===== src/column_keyed_write_buffer_unit_macros.svh =====
// Assertion macros shared by the column keyed write buffer RTL.
// Needs a clock named clk and an active low reset named rst_n in scope.
`ifndef COLUMN_KEYED_WRITE_BUFFER_UNIT_MACROS_SVH
`define COLUMN_KEYED_WRITE_BUFFER_UNIT_MACROS_SVH
`ifndef NO_ASSERTIONS
`define CKWB_ASSERT_NOW(label, ante, cons) \
    label: assert property (@(posedge clk) disable iff (!rst_n) (ante) |-> (cons)) \
        else $error("column keyed write buffer assertion failed");
`define CKWB_ASSERT_NEXT(label, ante, cons) \
    label: assert property (@(posedge clk) disable iff (!rst_n) (ante) |=> (cons)) \
        else $error("column keyed write buffer assertion failed");
`else
`define CKWB_ASSERT_NOW(label, ante, cons)
`define CKWB_ASSERT_NEXT(label, ante, cons)
`endif
`endif


===== src/ckwb_pkg.sv =====
// Package for the column keyed write buffer: sizes, codes, item types.
// Used by the hasher, the top module and the testbench; depends on nothing.
package ckwb_pkg;
    localparam int CAPACITY     = 64;
    localparam int BUCKET_COUNT = 64;
    localparam int HEIGHT_LIMIT = 256;

    localparam int SLOT_W   = $clog2(CAPACITY + 1);
    localparam int IDX_W    = $clog2(CAPACITY);
    localparam int BUCKET_W = (BUCKET_COUNT > 1) ? $clog2(BUCKET_COUNT) : 1;
    localparam int ENTRY_W  = 32 + 32 + 8 + 16;

    localparam logic [SLOT_W-1:0] NIL_SLOT = SLOT_W'(CAPACITY);
    localparam logic [30:0] REFUSE_MAX = 31'h7FFF_FFFF;

    localparam logic [31:0] HASH_MUL_X = 32'h9E37_79B1;
    localparam logic [31:0] HASH_MUL_Z = 32'h85EB_CA77;
    localparam int HASH_SHIFT   = 15;
    localparam int COLUMN_SHIFT = 4;

    localparam logic [1:0] ACT_RECORD = 2'd0;
    localparam logic [1:0] ACT_DRAIN  = 2'd1;
    localparam logic [1:0] ACT_CLEAR  = 2'd2;

    localparam logic [2:0] ST_STORED  = 3'd0;
    localparam logic [2:0] ST_HEIGHT  = 3'd1;
    localparam logic [2:0] ST_FULL    = 3'd2;
    localparam logic [2:0] ST_DRAINED = 3'd3;
    localparam logic [2:0] ST_NONE    = 3'd4;
    localparam logic [2:0] ST_CLEARED = 3'd5;

    typedef struct packed {
        logic [1:0]         action;
        logic signed [31:0] coord_x;
        logic signed [31:0] coord_y;
        logic signed [31:0] coord_z;
        logic [15:0]        block_value;
        logic signed [27:0] column_x;
        logic signed [27:0] column_z;
    } req_item_t;

    typedef struct packed {
        logic [2:0]         status;
        logic               last;
        logic signed [31:0] out_x;
        logic [7:0]         out_y;
        logic signed [31:0] out_z;
        logic [15:0]        out_value;
        logic [6:0]         pending_count;
        logic [30:0]        refusal_count;
        logic [6:0]         drained_total;
    } rsp_item_t;
endpackage


===== src/ckwb_hasher.sv =====
// Column hash built around one shared 32 by 32 multiplier, used first for the x product and then for the z product.
// Depends on ckwb_pkg.
module ckwb_hasher
    import ckwb_pkg::*;
(
    input  logic                clk,
    input  logic                first,
    input  logic [31:0]         col_x,
    input  logic [31:0]         col_z,
    output logic [BUCKET_W-1:0] bucket
);
    logic [31:0] product;
    logic [31:0] prod_x_reg;
    logic [31:0] mixed;
    logic [31:0] folded;

    assign product = first ? (col_x * HASH_MUL_X) : (col_z * HASH_MUL_Z);
    assign mixed   = prod_x_reg ^ product;
    assign folded  = mixed ^ (mixed >> HASH_SHIFT);
    assign bucket  = (BUCKET_COUNT > 1) ? folded[BUCKET_W-1:0] : '0;

    always_ff @(posedge clk)
    begin
        if (first)
        begin
            prod_x_reg <= product;
        end
    end
endmodule


===== config.mk =====
export PLATFORM = sky130hd
export DESIGN_NAME = ckwb_hasher
export DESIGN_NICKNAME = d
export VERILOG_FILES = /design/src/column_keyed_write_buffer_unit_macros.svh /design/src/ckwb_pkg.sv /design/src/ckwb_hasher.sv
export SDC_FILE = /design/constraint.sdc
export NUM_CORES = 1
export LEC_CHECK = 0
export ABC_AREA = 1
export BUFFER_PORTS_ARGS = -buffer_cell sky130_fd_sc_hd__buf_2
export CAP_MARGIN = 20
export CELL_PAD_IN_SITES_DETAIL_PLACEMENT = 1
export CELL_PAD_IN_SITES_GLOBAL_PLACEMENT = 2
export CORE_ASPECT_RATIO = 1.1
export CORE_UTILIZATION = 42
export DETAILED_ROUTE_END_ITERATION = 12
export GPL_ROUTABILITY_DRIVEN = 0
export GPL_TIMING_DRIVEN = 0
export PLACE_DENSITY_LB_ADDON = 0.1
export SYNTH_ARGS = -nofsm -noshare
export SYNTH_HDL_FRONTEND = slang
export SYNTH_SLANG_ARGS = --single-unit

===== constraint.sdc =====
create_clock -name clk -period 23.9 [get_ports clk]
set_clock_uncertainty 0.1 [all_clocks]
set_input_delay 7.17 -clock clk [delete_from_list [all_inputs] [get_ports clk]]
set_output_delay 7.17 -clock clk [all_outputs]
set_load 0.02 [all_outputs]

==> results_dict.tcl <==
set metrics [dict create \
    placed_cells 1306 \
    antenna_found_initial 0 \
    diodes 0 \
    syn_avg_cell_area_sq_um 8.651 \
    largest_reg_flops 12 \
    numPortBuffers 49 \
    ant_nets 0 \
    synth-seq-cells 12 \
    die_area_sq_um 21280 \
    clkSinkCount 12 \
    via_per_inst 4.782 \
    syn-num-nets 1412 \
    via_count 6265 \
    postCtsHoldBufs 0 \
    worstPathMaxFanout 8 \
    max_freq_mhz 50.14 \
    critPathArrivalTime_ns 12.67 \
    clock_path_buffers 2 \
    rsz0062_at_grt "false" \
    setup_violations 0 \
    area_growth_pct 7.354 \
    cp-start-kind "input port" \
    outcome "completed" \
    slew_headroom 0.6304 \
    max_slew.worst_pin.slew_ns 0.5486 \
    initial_utilization 0.4333 \
    wl_per_cell_microns 15.37 \
    cts_setup_buffers 0 \
    finalWirelength_microns 20140 \
    holdPathEnd "prod_x_reg[0]$_DFFE_PP_" \
    synth_area_sq_um 8695 \
    hp-class "input port to register" \
    hp-start "first" \
    cp_data_required_time_ns 16.63 \
    drv_cap 0 \
    drive_gt1_frac 0.08318 \
    whs_path_depth 1 \
    fin_cells 1310 \
    drc 0 \
    cts_tree "built" \
    hold_viol 0 \
    crit_type "input port to primary output" \
    initialDrtViolationCount 117 \
    chipWidth_microns 139.2 \
    grt_pass1_wl_microns 35160 \
    endpoint_kind "primary output" \
    place_hpwl_microns 18450 \
    yosys_warnings 0 \
    grt_overflow_total 0 \
    filler_cell_count 2443 \
    period_share 0.8344 \
    core_area_sq_um 20070 \
    syn_inst 1005 \
    drv_slew 0 \
    cts_buffers 3 \
    finalSetupTns_ns 0 \
    io_pins 72 \
    grt_pass1_vias 7189 \
    cts.clk_slew.worst_paths_ns 0.04 \
    final_nets 1466 \
    htree_num_levels 1 \
    drtPass1Iterations 6 \
    cts_root_buf "clkbuf_16" \
    fin_crit_ns 19.94 \
    track_usage 0.2088 \
    die_h_microns 152.9 \
    yosysSeqAreaShare 0.04144 \
    grt_max_degree 15 \
    ys_types 34 \
    rows 54 \
    ctsResizeCount 0 \
]
## worst max-delay path, stage by stage
cell	delay, ns
buf_2	0.28
ha_1	0.30
inv_1	0.07
fa_1	0.43
fa_1	0.54
inv_1	0.06
fa_1	0.55
inv_1	0.06
fa_1	0.51
fa_1	0.43
fa_1	0.50
inv_1	0.06
ha_1	0.36
a21oi_1	0.25
o31ai_1	0.11
a21oi_1	0.13
nand2_1	0.07
nor2_1	0.16
inv_1	0.06
nand2_1	0.08
nand3_2	0.11
nand2_2	0.09
nand2_1	0.05
nand2_1	0.05
inv_1	0.03
buf_2	0.15
## layer usage
| layer | global-route usage | routed length [microns] | vias up |
|---|---|---|---|
| met5 | 0 | 0 | - |
| met4 | 0.01958 | 145 | 0 |
| met3 | 0.004386 | 199 | 8 |
| met2 | 0.4021 | 10520 | 49 |
| met1 | 0.2684 | 9278 | 3063 |
| li1 | - | - | 3145 |
## cell usage in the layout (no fill, tap or decap)
cell type / instances
a21o_1: 3
a21oi_1: 32
a31o_2: 1
a31oi_1: 1
and2_1: 1
buf_2: 49
buf_6: 2
clkbuf_16: 3
clkinv_1: 1
edfxtp_1: 12
fa_1: 148
ha_1: 193
inv_1: 302
inv_2: 7
nand2_1: 147
nand2_2: 13
nand2_4: 1
nand3_1: 28
nand3_2: 4
nand3b_1: 8
nand4_1: 3
nor2_1: 23
nor2_2: 3
nor3_1: 3
nor3_2: 1
o2111ai_1: 1
o21a_1: 1
o21ai_0: 13
o21ai_1: 4
o21ai_2: 1
o21ba_2: 1
o221a_2: 1
o22ai_1: 1
o31ai_1: 1
or2_2: 1
xnor2_1: 24
xor2_1: 20
## synth_stat cells
cell type    n  area [sq um]
nor2_1      23         86.33
nand3_1     28         140.1
nand2_2     13         81.33
o21ai_2      1         8.760
a21oi_1     32         160.2
o21ba_2      1         10.01
nand4_1      3         18.77
o221a_2      1         11.26
o2111ai_1    1         8.760
ha_1       193          2415
nor3_1       3         15.01
o21a_1       1         7.510
o21ai_0     13         65.06
nand2_4      1         11.26
o21ai_1      4         20.02
or2_2        1         6.260
nand3b_1     8         60.06
o22ai_1      1         6.260
inv_2        7         26.28
a31o_2       1         8.760
edfxtp_1    12         360.4
buf_6        2         22.52
nand2_1    147         551.8
and2_1       1         6.260
a21o_1       3         22.52
o31ai_1      1         7.510
nor2_2       3         18.77
a31oi_1      1         6.260
xor2_1      20         175.2
inv_1      302          1134
xnor2_1     24         210.2
nand3_2      4         40.04
fa_1       148          2963
nor3_2       1         10.01
## worst max path at each step
| stage | startpoint | end | slack [ns] | cells past startpoint |
|---|---|---|---|---|
| finish | col_z[8] | bucket[5] | 3.96 | 26 |
| global route | col_z[8] | bucket[5] | 3.62 | 26 |
| CTS | col_z[8] | bucket[5] | 3.86 | 26 |
| detailed placement | col_z[8] | bucket[5] | 3.91 | 26 |
| global placement | col_z[8] | bucket[5] | 3.90 | 26 |
| floorplan | col_z[13] | bucket[3] | 4.69 | 25 |
## logic make-up after synthesis
logic type	count (synthesis)	synth area share
DFF	12	0.04145
AOI/OAI and AO/OA	61	0.03943
buffers and inverters	311	0.1360
adders and majority gates	341	0.6185
and+or+nand+nor	236	0.1203
xor gates and xnor gates	44	0.04432
## layout make-up
class                   instances  area [sq um]  share of cell area
multi-input cells             682          7152              0.7662
inverters                     309          1160              0.1243
flip-flops and latches         12         360.3             0.03861
well taps                     252         315.3             0.03378
repair buffers                 49         245.2             0.02627
clock buffers                   3         75.07            0.008043
plain buffers                   2         22.52            0.002413
clock inverters                 1         3.754           0.0004021
## stage by stage
| stage | hold WS, ns | worst slack, ns | util | cell area [sq um] |
|---|---|---|---|---|
| 2_1_floorplan | 7.183 | 4.694 | - | 8695 |
| 3_3_place_gp | 7.492 | 3.897 | 0.4612 | 9255 |
| 3_5_place_dp | 7.505 | 3.906 | 0.4612 | 9255 |
| 4_1_cts | 7.258 | 3.863 | 0.4651 | 9334 |
| 5_1_grt | 7.265 | 3.616 | 0.4651 | 9334 |
| 6_report | 7.252 | 3.958 | 0.4651 | 9334 |
Power is not shown: default switching activity piles up to over one toggle a cycle in this logic, so the estimate is an artifact.
