`src/column_keyed_write_buffer_unit_macros.svh`:
```
// Assertion macros shared by the column keyed write buffer RTL.
// Needs a clock named clk and an active low reset named rst_n in scope.
`ifndef COLUMN_KEYED_WRITE_BUFFER_UNIT_MACROS_SVH
`define COLUMN_KEYED_WRITE_BUFFER_UNIT_MACROS_SVH
`ifndef NO_ASSERTIONS
`define CKWB_ASSERT_NOW(label, ante, cons) \
    label: assert property (@(posedge clk) disable iff (!rst_n) (ante) |-> (cons)) \
        else $error("column keyed write buffer assertion failed");
`define CKWB_ASSERT_NEXT(label, ante, cons) \
    label: assert property (@(posedge clk) disable iff (!rst_n) (ante) |=> (cons)) \
        else $error("column keyed write buffer assertion failed");
`else
`define CKWB_ASSERT_NOW(label, ante, cons)
`define CKWB_ASSERT_NEXT(label, ante, cons)
`endif
`endif

```
`src/ckwb_ram.sv`:
```
// Generic single write port RAM with one registered read port.
// Depends on nothing.
module ckwb_ram #(
    parameter int WIDTH = 8,
    parameter int DEPTH = 64
) (
    input  logic                     clk,
    input  logic                     we,
    input  logic [$clog2(DEPTH)-1:0] waddr,
    input  logic [WIDTH-1:0]         wdata,
    input  logic [$clog2(DEPTH)-1:0] raddr,
    output logic [WIDTH-1:0]         rdata
);
    logic [WIDTH-1:0] mem [DEPTH];

    always_ff @(posedge clk)
    begin
        if (we)
        begin
            mem[waddr] <= wdata;
        end
        rdata <= mem[raddr];
    end
endmodule

```
`config.mk`:
```
export PLATFORM = sky130hd
export DESIGN_NAME = ckwb_ram
export DESIGN_NICKNAME = d
export VERILOG_FILES = /design/src/column_keyed_write_buffer_unit_macros.svh /design/src/ckwb_ram.sv
export SDC_FILE = /design/constraint.sdc
export NUM_CORES = 1
export LEC_CHECK = 0
export BUFFER_PORTS_ARGS = -buffer_cell sky130_fd_sc_hd__buf_4
export CAP_MARGIN = 20
export CORE_MARGIN = 5
export CORE_UTILIZATION = 55
export CTS_BUF_LIST = sky130_fd_sc_hd__clkbuf_8
export DETAILED_ROUTE_END_ITERATION = 10
export PLACE_DENSITY = 0.73
export SLEW_MARGIN = 40
export SYNTH_ARGS = -nofsm -noshare
export SYNTH_HDL_FRONTEND = slang
export SYNTH_SLANG_ARGS = --single-unit
```
`constraint.sdc`:
```
create_clock -name clk -period 1.9 [get_ports clk]
set_clock_uncertainty 0.15 [all_clocks]
set_input_delay 0.19 -clock clk [delete_from_list [all_inputs] [get_ports clk]]
set_output_delay 0.19 -clock clk [all_outputs]
set_load 0.01 [all_outputs]
```
==> results of run 1 <==
## through the flow
stage | cell area (µm²) | setup slack, ns | instances
global placement | 21900 | -0.785 | 1537
finish | 23600 | -0.163 | 1684
detailed placement | 21900 | -0.775 | 1537
CTS | 23600 | -0.169 | 1684
global route | 23600 | -0.212 | 1684
floorplan | 20200 | 0.00181 | 940
## kinds of logic (layout without fill, tap and decap cells)
kind of cell	Yosys count	in the layout	synth area share, %
flip-flops	520	520	77.0
multiplexers	162	162	15.9
AO/OA/AOI/OAI	54	54	2.07
buffers and inverters	51	327	1.57
AND/OR/NAND/NOR	153	153	3.39
## synthesized netlist by cell type, types with 3 or more instances
master | instances | area share [%]
buf_6 | 4 | 0.22
a221oi_1 | 6 | 0.26
buf_2 | 11 | 0.27
a211oi_1 | 4 | 0.15
nand3b_1 | 3 | 0.11
buf_1 | 4 | 0.074
mux2_2 | 13 | 0.73
nand2_1 | 19 | 0.35
mux2i_1 | 23 | 1.1
edfxtp_1 | 512 | 76
a21oi_1 | 3 | 0.074
mux4_2 | 126 | 14
nand2b_1 | 7 | 0.22
nand3_1 | 13 | 0.32
a22oi_1 | 3 | 0.11
buf_4 | 13 | 0.48
o22ai_1 | 8 | 0.25
o2111ai_1 | 3 | 0.13
nor2_1 | 83 | 1.5
clkbuf_1 | 17 | 0.32
o221ai_1 | 8 | 0.35
dfxtp_1 | 8 | 0.79
o2bb2ai_1 | 3 | 0.13
nor2b_1 | 14 | 0.43
nor3_1 | 7 | 0.17
## flip-flops by register name, indices dropped and copies added, names as in the netlist
name,flops
rdata,8
mem,512
## repair_timing
| action | 4_1_cts | 5_1_grt |
|---|---|---|
| pin swaps | 5 | 3 |
| resized for setup | 28 | 5 |
| gates cloned | 0 | 0 |
| hold buffers | 11 | 0 |
| hold endpoints to repair | 284 | 0 |
| setup endpoints to repair | 8 | 8 |
## worst max-delay path by stage
stage,start,to,slack [ns],depth (start not counted)
2_1_floorplan,raddr[0],rdata[0],0.002,7
3_3_place_gp,raddr[0],rdata[4],-0.78,6
3_5_place_dp,raddr[0],rdata[4],-0.77,6
4_1_cts,mem[20][4],rdata[4],-0.17,5
5_1_grt,mem[20][4],rdata[4],-0.21,5
6_report,mem[20][4],rdata[4],-0.16,5
## power breakdown
| part | switching (mW) | leakage [nW] | internal, mW |
|---|---|---|---|
| logic | 0.787 | 2.34 | 0.606 |
| registers | 0.0430 | 4.67 | 12.7 |
| clock network | 4.01 | 0.808 | 4.25 |
| total | 4.84 | 7.82 | 17.6 |
## metal layers
metal	track usage [%]	vias up	part of all wire [%]
met5	0	-	0
met4	8.08	0	3.1
met3	4.53	101	9.4
met2	34.4	518	48
met1	32.7	5349	40
li1	-	4358	-
## area by class of cell
cell class / instances / area [µm²] / area share [%]
Sequential cell: 520 / 15500 / 65.8
Clock inverter: 55 / 280 / 1.19
Timing Repair Buffer: 190 / 1600 / 6.77
Clock buffer: 82 / 1130 / 4.78
Tap cell: 468 / 586 / 2.48
Multi-Input combinational cell: 369 / 4480 / 19.0
==> summary.txt, run 1 <==
Status: finished with violations
Failing checks: setup timing
Crit path kind: register to register
Longest Clk Path Bufs: 3
FP Rows: 70
Gate Count Post-Synth: 940
Gr ovfl total: 0
Worst path buffer plus inverter count: 0
CTS tree: done
#FFs+latches synth: 520
Overall global routing resource usage: 22.4%
Worst hold path type: input port to register
Root buffer cell: clkbuf_8
Remaining DRCs: 0
CTS H-Tree Depth: 3
Hold Path Cell Cnt: 1
Hold EP: mem[58][6]
Final design utilization: 64.8%
Final HPWL DP: 28.0 mm
Crit path max-delay cell type: mux4_2
Global-route wire length before repair: 67.2 mm
EDFF count, synth: 512
Crit-path cells: mux4_2 > mux2_2 > o221a_4 > nor3_4 > o32ai_2
Largest net degree at the start of global routing: 65
Share of post-route cells with drive strength above 1: 35.5%
Total number of vias: 10326
Max-cap viol count: 0
N_diodes: 0
RSZ-0062 raised after global routing: yes
Setup crit end kind: register
Antenna viol nets, final: 0
Slew HR: 51.0%
Syn nets: 962
Post-CTS setup buffers: 0
Worst r2r src: mem[20][4]
Synth cell types: 40
Worst Reg2Reg Path Length in Cells: 5
Slew Limit Fails: 0
WL final: 44.5 mm
Die span in y: 201 µm
Vias per cell: 6.13
Final Wtd Congestion: 0.854
Most frequent cells in the layout: edfxtp_1, buf_4, mux4_2
Final nets: 1181
IO Count: 30
Mapped Area: 20200 µm²
Fin. Hold Viols: 0
Slew @ Worst Pin: 0.735 ns
Clk_lat worst skew: 0.61 ns
Worst path arrival time: 2.40 ns
Hold WS: 0.0244 ns
Total CTS buffers: 78
Final total power: 22.4 mW
Chip width: 201 µm
Ys Warns: 0
Initial DRC count: 1097
DRT Pass-1 Iters: 5
Setup TNS Final: -0.352 ns
Filler cell count: 2405
Ys flop type: edfxtp_1
Final setup margin: -0.163 ns
Leak pwr: 7.82 nW
Die ar.: 40600 µm²
Post-Syn Area per Cell: 21.5 µm²
Largest stage delay on the critical path: 0.48 ns
Tcrit/Tclk final: 109%
Reg2Reg Setup Slack: -0.16 ns
Core region area: 36400 µm²
Setup violators final: 6
Vias in the first global route: 10616
Crit path time final: 2.06 ns
Pwr/cell area: 949 nW/µm²
CP max FO: 1
FFs w/ async S/R, synth: 0%
TritonCTS Sinks: 520
Reg clk slew, reported paths: 0.06 ns
CP Launch Type: register
CP Data Required Time: 2.23 ns
PortBufs: 29
Hold_sp: wdata[6]
Worst VDD drop: 0.000763 V
CP delay by family, top: multiplexers
Initial core utilization: 55.4%
Antenna violations before repair: 0
Reg2reg end: rdata[4]
Avg WL per Cell: 26.4 µm
Synth-to-Final Area Change: 17.1%
FMAX: 485 MHz
Commonest non-fill, non-tap cell in the layout: edfxtp_1
Seq/Total Area, Yosys: 77.0%
No activity file was read; power rests on OpenSTA's default activity.
==> run 2, diff against run 1 <==
--- a/config.mk
+++ b/config.mk
@@ -12,4 +12,5 @@
 export CTS_BUF_LIST = sky130_fd_sc_hd__clkbuf_8
 export DETAILED_ROUTE_END_ITERATION = 10
+export HOLD_SLACK_MARGIN = 0.03
 export PLACE_DENSITY = 0.73
 export SLEW_MARGIN = 40
--- a/constraint.sdc
+++ b/constraint.sdc
@@ -3,3 +3,3 @@
 set_input_delay 0.19 -clock clk [delete_from_list [all_inputs] [get_ports clk]]
 set_output_delay 0.19 -clock clk [all_outputs]
-set_load 0.01 [all_outputs]
+set_load 0.02 [all_outputs]
==> summary.txt, run 2 (synthesized netlist as in run 1, its figures left out) <==
Longest Clk Path Bufs: 3 (unchanged)
Commonest non-fill, non-tap cell in the layout: edfxtp_1
Antenna viol nets, final: 0 (unchanged)
N_diodes: 0 (unchanged)
Worst VDD drop: 0.000762 V (-0.11%)
Die ar.: 40600 µm² (unchanged)
Worst path buffer plus inverter count: 0 (unchanged)
WL final: 44.3 mm (-0.27%)
Clk_lat worst skew: 0.61 ns (about the same)
Reg clk slew, reported paths: 0.06 ns (about the same)
Final design utilization: 64.9% (about the same)
Crit path kind: register to register
Total CTS buffers: 78 (unchanged)
FMAX: 481 MHz (-0.80%)
Tcrit/Tclk final: 109% (+0.88 points)
Gr ovfl total: 0 (unchanged)
CP delay by family, top: multiplexers
RSZ-0062 raised after global routing: yes
Slew Limit Fails: 0 (unchanged)
CP max FO: 1 (unchanged)
Met3 Use GR: 4.53% (unchanged)
Post-Place Cell Area: 21900 µm² (unchanged)
CP Launch Type: register
Vias in the first global route: 10621 (+0.047%)
Die span in y: 201 µm (unchanged)
Most flops, register: mem
Dpl ws: -0.775 ns (unchanged)
Met1 Usage GRT: 32.7% (about the same)
Chip width: 201 µm (unchanged)
Area taken by multi-input logic gates: 4480 µm² (unchanged)
Crit-path cells: mux4_2 > mux2_2 > o221a_4 > nor3_4 > o32ai_2
Largest net degree at the start of global routing: 65 (unchanged)
CP Data Required Time: 2.23 ns (about the same)
Filler cell count: 2408 (+0.12%)
Slew @ Worst Pin: 0.739 ns (+0.00400 ns)
Setup TNS Final: -0.346 ns (+0.00607 ns)
Total number of vias: 10296 (-0.29%)
Largest stage delay on the critical path: 0.48 ns (about the same)
Share of post-route cells with drive strength above 1: 35.5% (-0.058 points)
Setup crit end kind: register
Initial DRC count: 1196 (+9.0%)
Max-cap viol count: 0 (unchanged)
Hold Path Cell Cnt: 4 (+3)
Status: finished with violations
Vias per cell: 6.11 (-0.41%)
Gr busiest metal: met2
Final HPWL DP: 28.0 mm (unchanged)
Worst hold path type: input port to register
Final setup margin: -0.180 ns (-0.0167 ns)
CTS H-Tree Depth: 3 (unchanged)
Worst path arrival time: 2.41 ns (about the same)
Pwr/cell area: 948 nW/µm² (about the same)
PortBufs: 29 (unchanged)
Final total power: 22.4 mW (about the same)
TritonCTS Sinks: 520 (unchanged)
Failing checks: setup timing
Synth-to-Final Area Change: 17.2% (about the same)
Overall global routing resource usage: 22.4% (about the same)
Core region area: 36400 µm² (unchanged)
Antenna violations before repair: 0 (unchanged)
Fin. Hold Viols: 0 (unchanged)
Global-route wire length before repair: 67.2 mm (about the same)
Crit path time final: 2.08 ns (+0.0167 ns)
Crit path max-delay cell type: mux4_2
Root buffer cell: clkbuf_8
DRT Pass-1 Iters: 7 (+2)
FP Rows: 70 (unchanged)
Met2 usage: 34.4% (about the same)
Cell count along the critical path: 5 (unchanged)
Slew HR: 50.7% (-0.27 points)
Setup violators final: 6 (unchanged)
Most frequent cells in the layout: edfxtp_1, buf_4, mux4_2
Remaining DRCs: 0 (unchanged)
FF/Latch Area: 15500 µm² (unchanged)
Design area: 23600 µm² (about the same)
IO Count: 30 (unchanged)
Worst Reg2Reg Path Length in Cells: 5 (unchanged)
Avg WL per Cell: 26.3 µm (-0.39%)
Final nets: 1183 (+0.17%)
Final Wtd Congestion: 0.854 (unchanged)
Largest register FFs: 512 (unchanged)
CTS tree: done
Initial core utilization: 55.4% (unchanged)
Leak pwr: 7.83 nW (+0.11%)
Biggest regs: mem: 512 flops, rdata: 8 flops
[run 2: power breakdown]
group          internal, mW  switching, mW
Sequential             12.7         0.0430
Clock                  4.25           4.00
Combinational         0.610          0.802
[run 2: area by class of cell]
class | count | area share (%)
clock buffers | 82 | 4.78
clock inverters | 55 | 1.19
multi-input cells | 369 | 19.0
flip-flops and latches | 520 | 65.7
well taps | 468 | 2.48
repair buffers | 192 | 6.85
[run 2: worst reg2reg max path, stage by stage, from the launching register on]
cell	delay [ns]
edfxtp_1	0.39
mux4_2	0.48
mux2_2	0.28
o221a_4	0.28
nor3_4	0.26
o32ai_2	0.13
[run 2: layer usage]
metal / share of wire (%) / routed length, µm
met1: 40 / 17700
met2: 48 / 21200
met3: 9.4 / 4160
met4: 3.0 / 1350
met5: 0 / 0
[run 2: what timing repair did]
| action | CTS | global route |
|---|---|---|
| resized for setup | 28 | 5 |
| setup endpoints to repair | 8 | 8 |
| hold buffers | 13 | 0 |
| hold endpoints to repair | 504 | 0 |
| buffers inserted | 0 | 0 |
| pin swaps | 5 | 3 |
[run 2: final timing paths]
| check | startpoint | endpoint | slack, ns |
|---|---|---|---|
| worst min-delay path | raddr[3] | rdata[3] | 0.10 |
| worst max-delay path | mem[20][4] | rdata[4] | -0.18 |
| worst min register to register | mem[26][6] | rdata[6] | 0.75 |
| worst max register to register | mem[20][4] | rdata[4] | -0.18 |
[run 2: stage by stage]
stage / hold WS, ns / std cells
floorplan: 0.139 / 940
global placement: 0.408 / 1537
detailed placement: 0.404 / 1537
CTS: 0.0549 / 1686
global route: 0.0839 / 1686
finish: 0.104 / 1686
==> run 3, diff against run 2 <==
Settings changed: CTS_BUF_LIST sky130_fd_sc_hd__clkbuf_8 to unset.
==> summary.txt, run 3 (synthesized netlist as in run 1, its figures left out) <==
Failing checks: setup timing
Final HPWL DP: 28.0 mm (unchanged)
Hold_sp: wdata[1]
Total CTS buffers: 51 (-35%)
Overall global routing resource usage: 22.6% (+0.23 points)
Largest net degree at the start of global routing: 65 (unchanged)
Vias in the first global route: 10570 (-0.48%)
Hold WS: 0.0318 ns (-0.0719 ns)
Commonest non-fill, non-tap cell in the layout: edfxtp_1
CP Data Required Time: 2.22 ns (about the same)
Worst hold path type: input port to register
Clk_lat worst skew: 0.60 ns (about the same)
Total number of vias: 10269 (-0.26%)
WL final: 45.1 mm (+1.7%)
Global-route wire length before repair: 68.0 mm (+1.2%)
CTS H-Tree Depth: 2 (-1)
Longest Clk Path Bufs: 3 (unchanged)
Worst VDD drop: 0.000759 V (-0.33%)
Synth-to-Final Area Change: 17.7%
Setup TNS Final: -0.360 ns (-0.0143 ns)
Crit-path cells: mux4_2 > mux2_2 > o221a_4 > nor3_4 > o32ai_2
CTS tree: done
Pwr/cell area: 990 nW/µm² (+4.4%)
Max-cap viol count: 0 (unchanged)
Chip width: 201 µm (unchanged)
Root buffer cell: clkbuf_16
Initial DRC count: 1044 (-13%)
Hold EP: mem[23][1]
Biggest regs: mem: 512 flops, rdata: 8 flops
Largest stage delay on the critical path: 0.48 ns (about the same)
Crit path max-delay cell type: mux4_2
Slew @ Worst Pin: 0.740 ns (+0.000485 ns)
Initial core utilization: 55.4% (unchanged)
FP Rows: 70 (unchanged)
Reg2Reg Setup Slack: -0.16 ns (+0.02 ns)
Antenna viol nets, final: 0 (unchanged)
Slew Limit Fails: 0 (unchanged)
Worst r2r src: mem[20][4]
Die ar.: 40600 µm² (unchanged)
Status: finished with violations
PortBufs: 29 (unchanged)
Crit path kind: register to register
Setup crit end kind: register
Gr ovfl total: 0 (unchanged)
DRT Pass-1 Iters: 7 (unchanged)
Final nets: 1152 (-2.6%)
Most frequent cells in the layout: edfxtp_1, buf_4, mux4_2
Reg clk slew, reported paths: 0.06 ns (about the same)
Setup violators final: 7 (+1)
FMAX: 486 MHz (+0.97%)
Slew HR: 50.7% (about the same)
Post-CTS setup buffers: 0 (unchanged)
Largest register FFs: 512 (unchanged)
IO Count: 30 (unchanged)
Leak pwr: 7.75 nW (-0.95%)
Die span in y: 201 µm (unchanged)
Final setup margin: -0.160 ns (+0.0200 ns)
Vias per cell: 6.26 (+2.5%)
RSZ-0062 raised after global routing: yes
Worst path arrival time: 2.38 ns (-0.03 ns)
Reg2reg end: rdata[4]
TritonCTS Sinks: 520 (unchanged)
CP Launch Type: register
Final Wtd Congestion: 0.854 (unchanged)
Hold Path Cell Cnt: 1 (-3)
Share of post-route cells with drive strength above 1: 34.6% (-0.91 points)
Avg WL per Cell: 27.5 µm (+4.5%)
Remaining DRCs: 0 (unchanged)
N_diodes: 0 (unchanged)
CP max FO: 1 (unchanged)
Tcrit/Tclk final: 108% (-1.1 points)
Fin. Hold Viols: 0 (unchanged)
Crit path time final: 2.06 ns (-0.0200 ns)
Most flops, register: mem
Core region area: 36400 µm² (unchanged)
Worst Reg2Reg Path Length in Cells: 5 (unchanged)
Antenna violations before repair: 0 (unchanged)
[run 3: cell count changes in the layout (fill, tap and decap cells not counted), sizes merged]
cell,change
clkbuf,-18
dlygate4sd3,-4
inv,-24
[run 3: final cells by class]
| class | count | area [µm²] |
|---|---|---|
| Clock inverter | 31 | 208 |
| Fill cell | 2374 | 12700 |
| Sequential cell | 520 | 15500 |
| Multi-Input combinational cell | 369 | 4480 |
| Clock buffer | 64 | 1350 |
| Timing Repair Buffer | 188 | 1580 |
| Tap cell | 468 | 586 |
[run 3: worst max-delay path by stage]
stage,end,cells after the start,slack (ns),startpoint
5_1_grt,rdata[4],5,-0.22,mem[20][4]
3_3_place_gp,rdata[4],6,-0.78,raddr[0]
6_report,rdata[4],5,-0.16,mem[20][4]
4_1_cts,rdata[4],5,-0.16,mem[20][4]
3_5_place_dp,rdata[4],6,-0.77,raddr[0]
2_1_floorplan,rdata[0],7,0.002,raddr[0]
[run 3: report_power, final]
part	internal (mW)	switching, mW	total (mW)	leakage, nW
Combinational	0.602	0.804	1.41	2.32
Sequential	12.7	0.0452	12.7	4.67
Clock	5.28	4.06	9.34	0.760
[run 3: repair_timing]
action	4_1_cts	5_1_grt
endpoints found under the hold margin	189	0
pin swaps	5	2
resized for setup	26	5
hold buffers	9	0
endpoints found under the setup margin	8	8
[run 3: through the flow]
stage               utilization, %  total power, mW  cells  instance area (µm²)  worst slack (ns)
CTS                           65.0             23.7   1640                23700            -0.163
finish                        65.1             23.5   1640                23700            -0.160
global route                  65.1             24.3   1640                23700            -0.224
global placement              60.2             14.3   1537                21900            -0.785
floorplan                        -             13.7    940                20200           0.00181
detailed placement            60.2             14.3   1537                21900            -0.775
[run 3: metal layers]
metal | GRT usage, % | share of wire [%] | up-vias
met2 | 35.6 | 48 | 542
met4 | 5.91 | 2.1 | 0
met3 | 4.06 | 9.6 | 72
met1 | 33.6 | 40 | 5337
li1 | - | - | 4318
met5 | 0 | 0 | -
[run 3: worst max-delay path: cells and delay by family (launching register included)]
kind               cells  cell delay (ns)
AOI/OAI and AO/OA      2             0.40
DFF                    1             0.39
muxes                  2             0.76
and+or+nand+nor        1             0.24
